### src/hdl/tdpc_pkg.sv
// ----------------------------------------------------------------------------
// tdpc_pkg: shared constants and types of the trial division prime counter
// Default number width, total width and remainder unit status.
// ----------------------------------------------------------------------------
package tdpc_pkg;

    localparam int NUMBER_BITS_DEF = 20;
    localparam int TOTAL_BITS      = 32;

    // status from the remainder unit to the sequencer
    typedef struct packed {
        logic done;
        logic zero;
    } rem_status_t;

endpackage

### src/hdl/tdpc_if.sv
// ----------------------------------------------------------------------------
// tdpc interfaces: range request channel and result channel
// Valid/ready channels; a request moves when valid and ready are both high.
// ----------------------------------------------------------------------------
interface tdpc_range_if #(
    parameter int NUMBER_BITS = 20
);
    logic                   valid;
    logic                   ready;
    logic [NUMBER_BITS-1:0] range_start;
    logic [NUMBER_BITS:0]   range_end;

    modport source (output valid, output range_start, output range_end, input ready);
    modport sink   (input valid, input range_start, input range_end, output ready);
endinterface

interface tdpc_result_if #(
    parameter int NUMBER_BITS = 20,
    parameter int TOTAL_BITS  = 32
);
    logic                   valid;
    logic                   ready;
    logic [NUMBER_BITS:0]   range_primes;
    logic [TOTAL_BITS-1:0]  total_primes;

    modport source (output valid, output range_primes, output total_primes, input ready);
    modport sink   (input valid, input range_primes, input total_primes, output ready);
endinterface

### src/hdl/tdpc_rem.sv
// ----------------------------------------------------------------------------
// tdpc_rem: bit-serial remainder unit
// Restoring shift-subtract, one dividend bit per cycle; flags zero remainder.
// ----------------------------------------------------------------------------
module tdpc_rem
    import tdpc_pkg::*;
#(
    parameter int NUMBER_BITS = NUMBER_BITS_DEF,
    parameter int DIV_BITS    = NUMBER_BITS / 2 + 2
)
(
    input  logic                   clk,
    input  logic                   rst_n,
    input  logic                   start,
    input  logic [NUMBER_BITS-1:0] dividend,
    input  logic [DIV_BITS-1:0]    divisor,
    output rem_status_t            status
);

    localparam int CNT_BITS = $clog2(NUMBER_BITS + 1);

    logic [NUMBER_BITS-1:0] dvd_reg, dvd_next;
    logic [DIV_BITS-1:0]    rem_reg, rem_next;
    logic [DIV_BITS-1:0]    dsr_reg, dsr_next;
    logic [CNT_BITS-1:0]    cnt_reg, cnt_next;
    logic                   busy_reg, busy_next;
    logic                   done_reg, done_next;
    logic [DIV_BITS:0]      trial;
    logic [DIV_BITS:0]      diff;

    assign trial = {rem_reg, dvd_reg[NUMBER_BITS-1]};
    assign diff  = trial - {1'b0, dsr_reg};

    always_comb
    begin
        dvd_next  = dvd_reg;
        rem_next  = rem_reg;
        dsr_next  = dsr_reg;
        cnt_next  = cnt_reg;
        busy_next = busy_reg;
        done_next = 1'b0;
        if (start)
        begin
            dvd_next  = dividend;
            rem_next  = '0;
            dsr_next  = divisor;
            cnt_next  = CNT_BITS'(NUMBER_BITS);
            busy_next = 1'b1;
        end
        else if (busy_reg)
        begin
            // remainder stays below the divisor, so the low bits hold it
            if (trial >= {1'b0, dsr_reg})
                rem_next = diff[DIV_BITS-1:0];
            else
                rem_next = trial[DIV_BITS-1:0];
            dvd_next = dvd_reg << 1;
            cnt_next = cnt_reg - 1'b1;
            if (cnt_reg == CNT_BITS'(1))
            begin
                busy_next = 1'b0;
                done_next = 1'b1;
            end
        end
    end

    always_ff @(posedge clk or negedge rst_n)
    begin
        if (!rst_n)
        begin
            busy_reg <= 1'b0;
            done_reg <= 1'b0;
            cnt_reg  <= '0;
        end
        else
        begin
            busy_reg <= busy_next;
            done_reg <= done_next;
            cnt_reg  <= cnt_next;
        end
    end

    always_ff @(posedge clk)
    begin
        dvd_reg <= dvd_next;
        rem_reg <= rem_next;
        dsr_reg <= dsr_next;
    end

    assign status.done = done_reg;
    assign status.zero = (rem_reg == '0);

endmodule

### src/hdl/trial_division_prime_counter.sv
// Each number is tested in ST_TEST; one below 4 or even is settled there. An
// odd n >= 5 alternates ST_CHECK and ST_DIV over the odd divisors tried (at
// most sqrt(n)/2) in the bit-serial remainder unit. One range at a time: the
// next request is taken once the current range is done and its result is
// registered. Reset (rst_n, async, active low) clears the total and all control.
// ----------------------------------------------------------------------------
// trial_division_prime_counter: counts primes in [range_start, range_end)
// Sequencer walks the numbers of the range and, for each odd candidate of 5 or
// more, drives a shared remainder unit over odd divisors d with d*d <= n.
// ----------------------------------------------------------------------------
module trial_division_prime_counter
    import tdpc_pkg::*;
#(
    parameter int NUMBER_BITS = NUMBER_BITS_DEF
)
(
    input  logic          clk,
    input  logic          rst_n,
    tdpc_range_if.sink    ranges,
    tdpc_result_if.source counts
);

    // divisor width covers the first odd d with d*d above any NUMBER_BITS value
    localparam int DIV_BITS = NUMBER_BITS / 2 + 2;
    localparam int SQ_BITS  = 2 * DIV_BITS;
    localparam logic [NUMBER_BITS:0] LIMIT = {1'b1, {NUMBER_BITS{1'b0}}};

    typedef enum logic [2:0] {
        ST_IDLE,
        ST_TEST,
        ST_CHECK,
        ST_DIV,
        ST_FINISH
    } state_t;

    state_t                state_reg, state_next;
    logic [NUMBER_BITS:0]  n_reg, n_next;        // current candidate
    logic [NUMBER_BITS:0]  hi_reg, hi_next;      // exclusive end, clamped
    logic [NUMBER_BITS:0]  count_reg, count_next;
    logic [DIV_BITS-1:0]   d_reg, d_next;        // trial divisor, odd
    logic [SQ_BITS-1:0]    sq_reg, sq_next;      // d*d, kept incrementally
    logic [TOTAL_BITS-1:0] total_reg, total_next;
    logic                  ovalid_reg, ovalid_next;
    logic [NUMBER_BITS:0]  oprimes_reg, oprimes_next;
    logic [TOTAL_BITS-1:0] ototal_reg, ototal_next;

    logic                  rem_start;
    rem_status_t           rem_stat;
    logic [TOTAL_BITS:0]   sum;
    logic [SQ_BITS-1:0]    sq_step;

    tdpc_rem #(
        .NUMBER_BITS (NUMBER_BITS),
        .DIV_BITS    (DIV_BITS)
    ) u_rem (
        .clk      (clk),
        .rst_n    (rst_n),
        .start    (rem_start),
        .dividend (n_reg[NUMBER_BITS-1:0]),
        .divisor  (d_reg),
        .status   (rem_stat)
    );

    // saturating total; count fits well inside 33 bits
    assign sum = {1'b0, total_reg} + (TOTAL_BITS+1)'(count_reg);

    // (d+2)^2 = d^2 + 4d + 4
    assign sq_step = (SQ_BITS'(d_reg) << 2) + SQ_BITS'(4);

    assign ranges.ready       = (state_reg == ST_IDLE);
    assign counts.valid        = ovalid_reg;
    assign counts.range_primes = oprimes_reg;
    assign counts.total_primes = ototal_reg;

    always_comb
    begin
        state_next   = state_reg;
        n_next       = n_reg;
        hi_next      = hi_reg;
        count_next   = count_reg;
        d_next       = d_reg;
        sq_next      = sq_reg;
        total_next   = total_reg;
        ovalid_next  = ovalid_reg;
        oprimes_next = oprimes_reg;
        ototal_next  = ototal_reg;
        rem_start    = 1'b0;

        // result register drains independently of the sequencer
        if (ovalid_reg && counts.ready)
            ovalid_next = 1'b0;

        case (state_reg)
            ST_IDLE:
            begin
                if (ranges.valid)
                begin
                    n_next     = {1'b0, ranges.range_start};
                    hi_next    = (ranges.range_end > LIMIT) ? LIMIT : ranges.range_end;
                    count_next = '0;
                    state_next = ST_TEST;
                end
            end
            ST_TEST:
            begin
                if (n_reg >= hi_reg)
                    state_next = ST_FINISH;
                else if (n_reg < (NUMBER_BITS+1)'(2))
                    n_next = n_reg + 1'b1;
                else if (n_reg < (NUMBER_BITS+1)'(4))
                begin
                    // two and three are prime
                    count_next = count_reg + 1'b1;
                    n_next     = n_reg + 1'b1;
                end
                else if (!n_reg[0])
                    n_next = n_reg + 1'b1;
                else
                begin
                    d_next     = DIV_BITS'(3);
                    sq_next    = SQ_BITS'(9);
                    state_next = ST_CHECK;
                end
            end
            ST_CHECK:
            begin
                if (sq_reg > SQ_BITS'(n_reg))
                begin
                    // no divisor up to the square root: prime
                    count_next = count_reg + 1'b1;
                    n_next     = n_reg + 1'b1;
                    state_next = ST_TEST;
                end
                else
                begin
                    rem_start  = 1'b1;
                    state_next = ST_DIV;
                end
            end
            ST_DIV:
            begin
                if (rem_stat.done)
                begin
                    if (rem_stat.zero)
                    begin
                        n_next     = n_reg + 1'b1;
                        state_next = ST_TEST;
                    end
                    else
                    begin
                        d_next     = d_reg + DIV_BITS'(2);
                        sq_next    = sq_reg + sq_step;
                        state_next = ST_CHECK;
                    end
                end
            end
            ST_FINISH:
            begin
                // wait for the result register to be free
                if (!ovalid_reg || counts.ready)
                begin
                    total_next   = sum[TOTAL_BITS] ? '1 : sum[TOTAL_BITS-1:0];
                    ovalid_next  = 1'b1;
                    oprimes_next = count_reg;
                    ototal_next  = total_next;
                    state_next   = ST_IDLE;
                end
            end
            default:
            begin
                state_next = ST_IDLE;
            end
        endcase
    end

    always_ff @(posedge clk or negedge rst_n)
    begin
        if (!rst_n)
        begin
            state_reg  <= ST_IDLE;
            total_reg  <= '0;
            ovalid_reg <= 1'b0;
        end
        else
        begin
            state_reg  <= state_next;
            total_reg  <= total_next;
            ovalid_reg <= ovalid_next;
        end
    end

    always_ff @(posedge clk)
    begin
        n_reg       <= n_next;
        hi_reg      <= hi_next;
        count_reg   <= count_next;
        d_reg       <= d_next;
        sq_reg      <= sq_next;
        oprimes_reg <= oprimes_next;
        ototal_reg  <= ototal_next;
    end

endmodule
### src/flat_wrapper.sv
// flat-port wrapper written by rule: the top's interface ports become plain ports
module trial_division_prime_counter_flat import tdpc_pkg::*;
#(
    parameter int NUMBER_BITS = NUMBER_BITS_DEF
)
  (clk, rst_n, ranges_valid, ranges_range_start, ranges_range_end, ranges_ready, counts_valid, counts_range_primes, counts_total_primes, counts_ready);
  tdpc_range_if #(.NUMBER_BITS(NUMBER_BITS)) ranges_i ();
  tdpc_result_if #(.NUMBER_BITS(NUMBER_BITS)) counts_i ();
  input  logic clk;
  input  logic rst_n;
  input wire logic [$bits(ranges_i.valid)-1:0] ranges_valid;
  input wire logic [$bits(ranges_i.range_start)-1:0] ranges_range_start;
  input wire logic [$bits(ranges_i.range_end)-1:0] ranges_range_end;
  output wire logic [$bits(ranges_i.ready)-1:0] ranges_ready;
  output wire logic [$bits(counts_i.valid)-1:0] counts_valid;
  output wire logic [$bits(counts_i.range_primes)-1:0] counts_range_primes;
  output wire logic [$bits(counts_i.total_primes)-1:0] counts_total_primes;
  input wire logic [$bits(counts_i.ready)-1:0] counts_ready;
  assign ranges_i.valid = ranges_valid;
  assign ranges_i.range_start = ranges_range_start;
  assign ranges_i.range_end = ranges_range_end;
  assign ranges_ready = ranges_i.ready;
  assign counts_valid = counts_i.valid;
  assign counts_range_primes = counts_i.range_primes;
  assign counts_total_primes = counts_i.total_primes;
  assign counts_i.ready = counts_ready;
  trial_division_prime_counter #(.NUMBER_BITS(NUMBER_BITS)) u_core (.clk(clk), .rst_n(rst_n), .ranges(ranges_i), .counts(counts_i));
endmodule
### config.mk
export PLATFORM = sky130hd
export DESIGN_NAME = trial_division_prime_counter_flat
export DESIGN_NICKNAME = d
export VERILOG_FILES = /design/src/hdl/tdpc_pkg.sv /design/src/hdl/tdpc_if.sv /design/src/hdl/tdpc_rem.sv /design/src/hdl/trial_division_prime_counter.sv /design/src/flat_wrapper.sv
export SDC_FILE = /design/constraint.sdc
export NUM_CORES = 1
export LEC_CHECK = 0
export BUFFER_PORTS_ARGS = -buffer_cell sky130_fd_sc_hd__buf_2
export CAP_MARGIN = 30
export CORE_ASPECT_RATIO = 0.6
export CORE_MARGIN = 3
export CORE_UTILIZATION = 55
export DETAILED_ROUTE_END_ITERATION = 10
export PLACE_DENSITY = 0.82
export SKIP_CTS_REPAIR_TIMING = 1
export SLEW_MARGIN = 0
export SYNTH_ARGS = -nofsm -noshare
export SYNTH_HDL_FRONTEND = slang
export SYNTH_SLANG_ARGS = --single-unit
### constraint.sdc
create_clock -name clk -period 7.9 [get_ports clk]
set_clock_uncertainty 0.15 [all_clocks]
set_input_delay 1.58 -clock clk [delete_from_list [all_inputs] [get_ports clk]]
set_output_delay 1.58 -clock clk [all_outputs]
set_load 0.01 [all_outputs]
# [After elaboration in Yosys (flattened, before gate mapping)]
# Cells that the tools add are included.
# Widths: inputs -> output; s select.
[word_totals] n_memories=0 reg_bits=239 mem_bits_ro=0 ram_bits=0 latch_bits=0 inputBits=45
[op_classes] add_sub_neg=8 div_mod_pow=0 bitwise_logic=0 multipliers=0 n_lt_le_gt_ge=6 n_reduce_logical=16 mux=56 shifts=0 n_eq_ne=20
[ops] operator="$mux 21" n=13
[ops] operator="$mux 24" n=6
[ops] operator="$mux 12" n=7
[ops] operator="$pmux 21 s4" n=1
[ops] operator="$pmux 21 s3" n=1
[ops] operator="$pmux 24 s2" n=1
[ops] operator="$add 21x1->21 const B" n=2
[ops] operator="$mux 20" n=2
[ops] operator="$add 32x21->33" n=1
[ops] operator="$mux 32" n=1
[ops] operator="$add 24x24->24" n=1
[ops] operator="$gt 24x21->1" n=1
[ops] operator="$pmux 12 s2" n=1
[ops] operator="$ge 21x21->1" n=1
[ops] operator="$gt 21x21->1 const B" n=1
[ops] operator="$lt 21x2->1 const B" n=1
[ops] operator="$lt 21x3->1 const B" n=1
[ops] operator="$mux 3" n=7
[ops] operator="$reduce_and 6->1" n=3
[ops] operator="$add 14x3->15 const B" n=1
[ops] operator="$pmux 3 s5" n=1
[ops] operator="$reduce_and 7->1" n=2
[ops] operator="$ge 13x12->1" n=1
[ops] operator="$add 12x2->12 const B" n=1
[ops] operator="other kinds (23)" n=48

# [Depth between registers and ports, before layout]
[logic_depth] ltp_word=6 mapped_depth=13 mapped_depth_nobuf=13

# [Hierarchy]
# From an unflattened synthesis, not the netlist that was laid out.
[unflattened] cells_unflattened=1248 hier_area_um2=13518.0
[modules_own_cells] module="trial_division_prime_counter" cells_per_inst=1014 area_per_inst_um2=10764.1 instances=1 seq_area_each_um2=5345.1
[modules_own_cells] module="tdpc_rem" cells_per_inst=234 area_per_inst_um2=2753.9 instances=1 seq_area_each_um2=1376.3

# [Worst setup path after synthesis]
# No wires, ideal clock.
[synth_timing] path_type="register to register" startpoint="register u_core.n_reg[0]" endpoint="register u_core.count_reg[0], enable pin" slack_ns=2.863 path_stages_with_launch=12 required_ns=7.290 setup_time_ns=0.460 t_arrival_ns=4.426 cell_sequence="edfxtp_1 -> clkbuf_1 -> inv_1 -> ha_1 -> nand2b_1 -> a21o_1 -> a211o_1 -> o2111ai_1 -> a41oi_1 -> o21a_1 -> a31oi_1 -> nor4b_1"
[synth_between] elab_chain_len=3
[synth_rtl] item="from (decl)" line="trial_division_prime_counter.sv:37" source="logic [NUMBER_BITS:0] n_reg, n_next;"
[synth_rtl] item="from (signal assigned)" line="trial_division_prime_counter.sv:194" source="n_reg <= n_next;"
[synth_rtl] item="$gt 24x21->1, or another cell as far along" line="trial_division_prime_counter.sv:127" source="if (sq_reg > SQ_BITS'(n_reg))"
[synth_rtl] item="$ne 2x1->1 (no line) or $ne 2x2->1 (tied branches)"
[synth_rtl] item="$reduce_and 6->1 (no line) *"
[synth_rtl] item="to (signal assigned)" line="trial_division_prime_counter.sv:196" source="count_reg <= count_next;"
[synth_rtl] item="to (decl)" line="trial_division_prime_counter.sv:39" source="logic [NUMBER_BITS:0] count_reg, count_next;"
# Mark *: on every way between the ends. The rest lies on a longest branch, timed or not.
# A chain may end at the register's enable or synchronous reset.

# [Final worst setup path]
[layout_timing] startpoint="register u_core.n_reg[7]" endpoint="register u_core.count_reg[10], enable pin"
# The elaborated chain is that of the path after synthesis.

==> run metrics <==
status complete, no violations; area of the multi-input gates roughly 0.0062 mm²; max cap viols 0; vias in the first global route 9,595; Hold Crit Class reg2reg; Die H 127 µm; drt wl/cell 19.2 µm; largest net degree at the start of global routing between 70 and 80; fillcell total around 1,800; 1st-iter DRT viols 1,104; worst ir drop on vdd roughly 0.3 mV; Cell Area, Placed 0.0142 mm²; register area around 0.0067 mm²; P_leak 0.00609 µW; gpl congestion 0.886; power per cell area 464 mW/mm²; antenna violations before repair 0; CP Data Required Time 7.98 ns; Total Die Area 0.0263 mm²; Die X 207 µm; Core ar. 0.0235 mm²; Total Nets Final 1,469; Switching Fraction 0.424; total track usage 0.240; part of the power in registers 0.369; actual slew at the worst max-slew pin a little under 1 ns; CP startpoint kind flip-flop; standard-cell rows between 40 and 50; via count ~10,000; Initial Utilization 0.569; syn_nets 1,376; share of flip-flops with an asynchronous set or reset 0.184; # diodes 0; clk buf depth 3; Tcrit/Tclk final 0.533; Synth cell types 75; Via density around 6; Final Hold Fails 0; Logic pwr share 0.476; Slew Limit Fails 0; crit end category flip-flop; Clock power frac 0.155; H-tree Lvls 1; CP Data Arrival Time approximately 4.3 ns; Syn Inst Count 1,237; synth warn 0; grt total ovfl 0; placed wire-length estimate roughly 23,000 µm; P&R area growth vs syn 11.6%; FMAX 0.237 GHz; antenna-violating nets left 0; # DRC 0; Slew Limit Headroom 0.352; Tmin final 4.21 ns; Net Sw Power 2930 µW; final setup TNS 0 ns; TritonCTS buffer count 23; DRT Wirelength 31,900 µm; Clock Latency Late Sink 0.52 ns; critical path class reg2reg; Clock Tree Root clkbuf_16; share of post-route cells with drive strength above 1 0.155; Mean Syn Cell Area 10.8 µm²; Finished Cell Area between 0.01 and 0.015 mm²; global-route wire length before repair 51,400 µm; EDFF count, synth 179; clock slew at reported path FFs roughly 0.070 ns; drt first pass iters 6; I/O pins 100; Critical Path Fanout Max 31; synthesized flop and latch total 234; Primary FF master, synth edfxtp_1; P_int 3980 µW; post-synthesis cell area 0.0134 mm²; setup violators final 0; Port Buf Inserts 99; Clock Sinks 234; CTS tree done; RSZ-0062 raised after global routing false; Seq/Total Area, Yosys 0.501; smallest hold slack 0.347 ns
==> power groups by stage <==
stage	registers (µW)	clock network, µW	logic [µW]
2_1_floorplan	2350	0	2490
3_3_place_gp	2530	0	3060
3_5_place_dp	2540	0	3210
4_1_cts	2530	1080	3250
5_1_grt	2610	1130	3660
6_report	2550	1070	3290
==> logic make-up after synthesis <==
logic type / after synthesis / synth area share
buf+inv: 120 / 0.0359
fa+ha+maj: 94 / 0.0897
simple gates: 413 / 0.157
xor+xnor: 84 / 0.0551
mux: 51 / 0.0422
compound gates: 241 / 0.119
flops: 234 / 0.501
==> worst max-delay path, stage by stage, from the launching register on <==
cell	delay, ns
edfxtp_1	0.54
inv_1	0.12
ha_1	0.33
a211oi_1	0.20
o21ai_0	0.11
a21oi_1	0.19
o221ai_1	0.15
a21oi_1	0.27
nor2_1	0.16
nor3_4	0.80
buf_4	0.52
nor4b_2	0.10
buf_4	0.25
==> final timing paths <==
check                                                from  slack [ns]  depth (start not counted)                                 end
setup / recovery                u_core.n_reg[7]$_DFFE_PP_        3.69                         12  u_core.count_reg[10]$_SDFFCE_PN0P_
hold / removal             u_core.d_reg[10]$_SDFFCE_PP0P_        0.35                          0  u_core.u_rem.dsr_reg[10]$_DFFE_PP_
setup reg to reg                u_core.n_reg[7]$_DFFE_PP_        3.69                         12  u_core.count_reg[10]$_SDFFCE_PN0P_
hold reg to reg            u_core.d_reg[10]$_SDFFCE_PP0P_        0.35                          0  u_core.u_rem.dsr_reg[10]$_DFFE_PP_
max in group asynchronous                           rst_n        6.13                          2    u_core.total_reg[13]$_DFFE_PN0P_
min in group asynchronous                           rst_n        1.01                          2    u_core.total_reg[30]$_DFFE_PN0P_
==> layout by cell type (no fill, tap or decap), drive strengths merged, types with 4 or more instances in the layout <==
cell type / instances
clkinv: 6
o21ai: 53
nand2b: 15
nor4: 21
ha: 91
o22ai: 4
and2: 31
buf: 110
nor2b: 14
nand3: 48
a41oi: 4
edfxtp: 179
a211oi: 19
or2: 11
nor3b: 4
xor2: 37
o21bai: 11
a211o: 4
dfxtp: 12
mux2i: 8
clkbuf: 35
mux2: 43
xnor2: 47
or3: 10
nor3: 24
and3: 24
a31oi: 18
nor2: 99
nand2: 82
o211ai: 6
a21o: 26
nand4: 18
dfrtp: 43
inv: 76
a21oi: 59
o21a: 13
==> final cells by class <==
class,instances,area share
Sequential cell,234,0.449
Multi-Input combinational cell,883,0.416
Clock buffer,35,0.0436
Timing Repair Buffer,110,0.0413
Tap cell,315,0.0264
Inverter,78,0.0197
Clock inverter,6,0.00411
==> metrics by stage <==
stage / util / total power, µW / instances / setup WS, ns
global placement: 0.602 / 5580 / 1616 / 3.86
CTS: 0.635 / 6860 / 1660 / 3.80
global route: 0.636 / 7400 / 1661 / 3.49
finish: 0.636 / 6920 / 1661 / 3.69
floorplan: - / 4840 / 1237 / 2.86
detailed placement: 0.605 / 5750 / 1619 / 3.82
==> synthesized netlist by cell type, types with 10 or more instances <==
master / instances / area (µm²)
edfxtp_1: 179 / 5380
nor2_1: 99 / 372
ha_1: 91 / 1140
nand2_1: 82 / 308
inv_1: 77 / 289
a21oi_1: 57 / 285
o21ai_0: 52 / 260
nand3_1: 48 / 240
xnor2_1: 47 / 412
dfrtp_1: 43 / 1080
mux2_2: 43 / 484
xor2_1: 37 / 324
and2_1: 31 / 194
clkbuf_1: 28 / 105
a21o_1: 26 / 195
and3_1: 24 / 150
nor3_1: 23 / 115
nor4_1: 20 / 125
a211oi_1: 19 / 143
a31oi_1: 18 / 113
nand4_1: 18 / 113
nand2b_1: 14 / 87.6
nor2b_1: 14 / 87.6
o21a_1: 13 / 97.6
dfxtp_1: 12 / 240
o21bai_1: 11 / 82.6
or3_1: 10 / 62.6
==> layer usage <==
layer  global-route usage  wire length (µm)  share of wire
met1                0.386             15700           0.49
met2                0.335             12900           0.40
met3               0.0494              2770          0.087
met4               0.0439               496          0.016
met5                    0                 0              0
(Power assumes the default switching activity.)
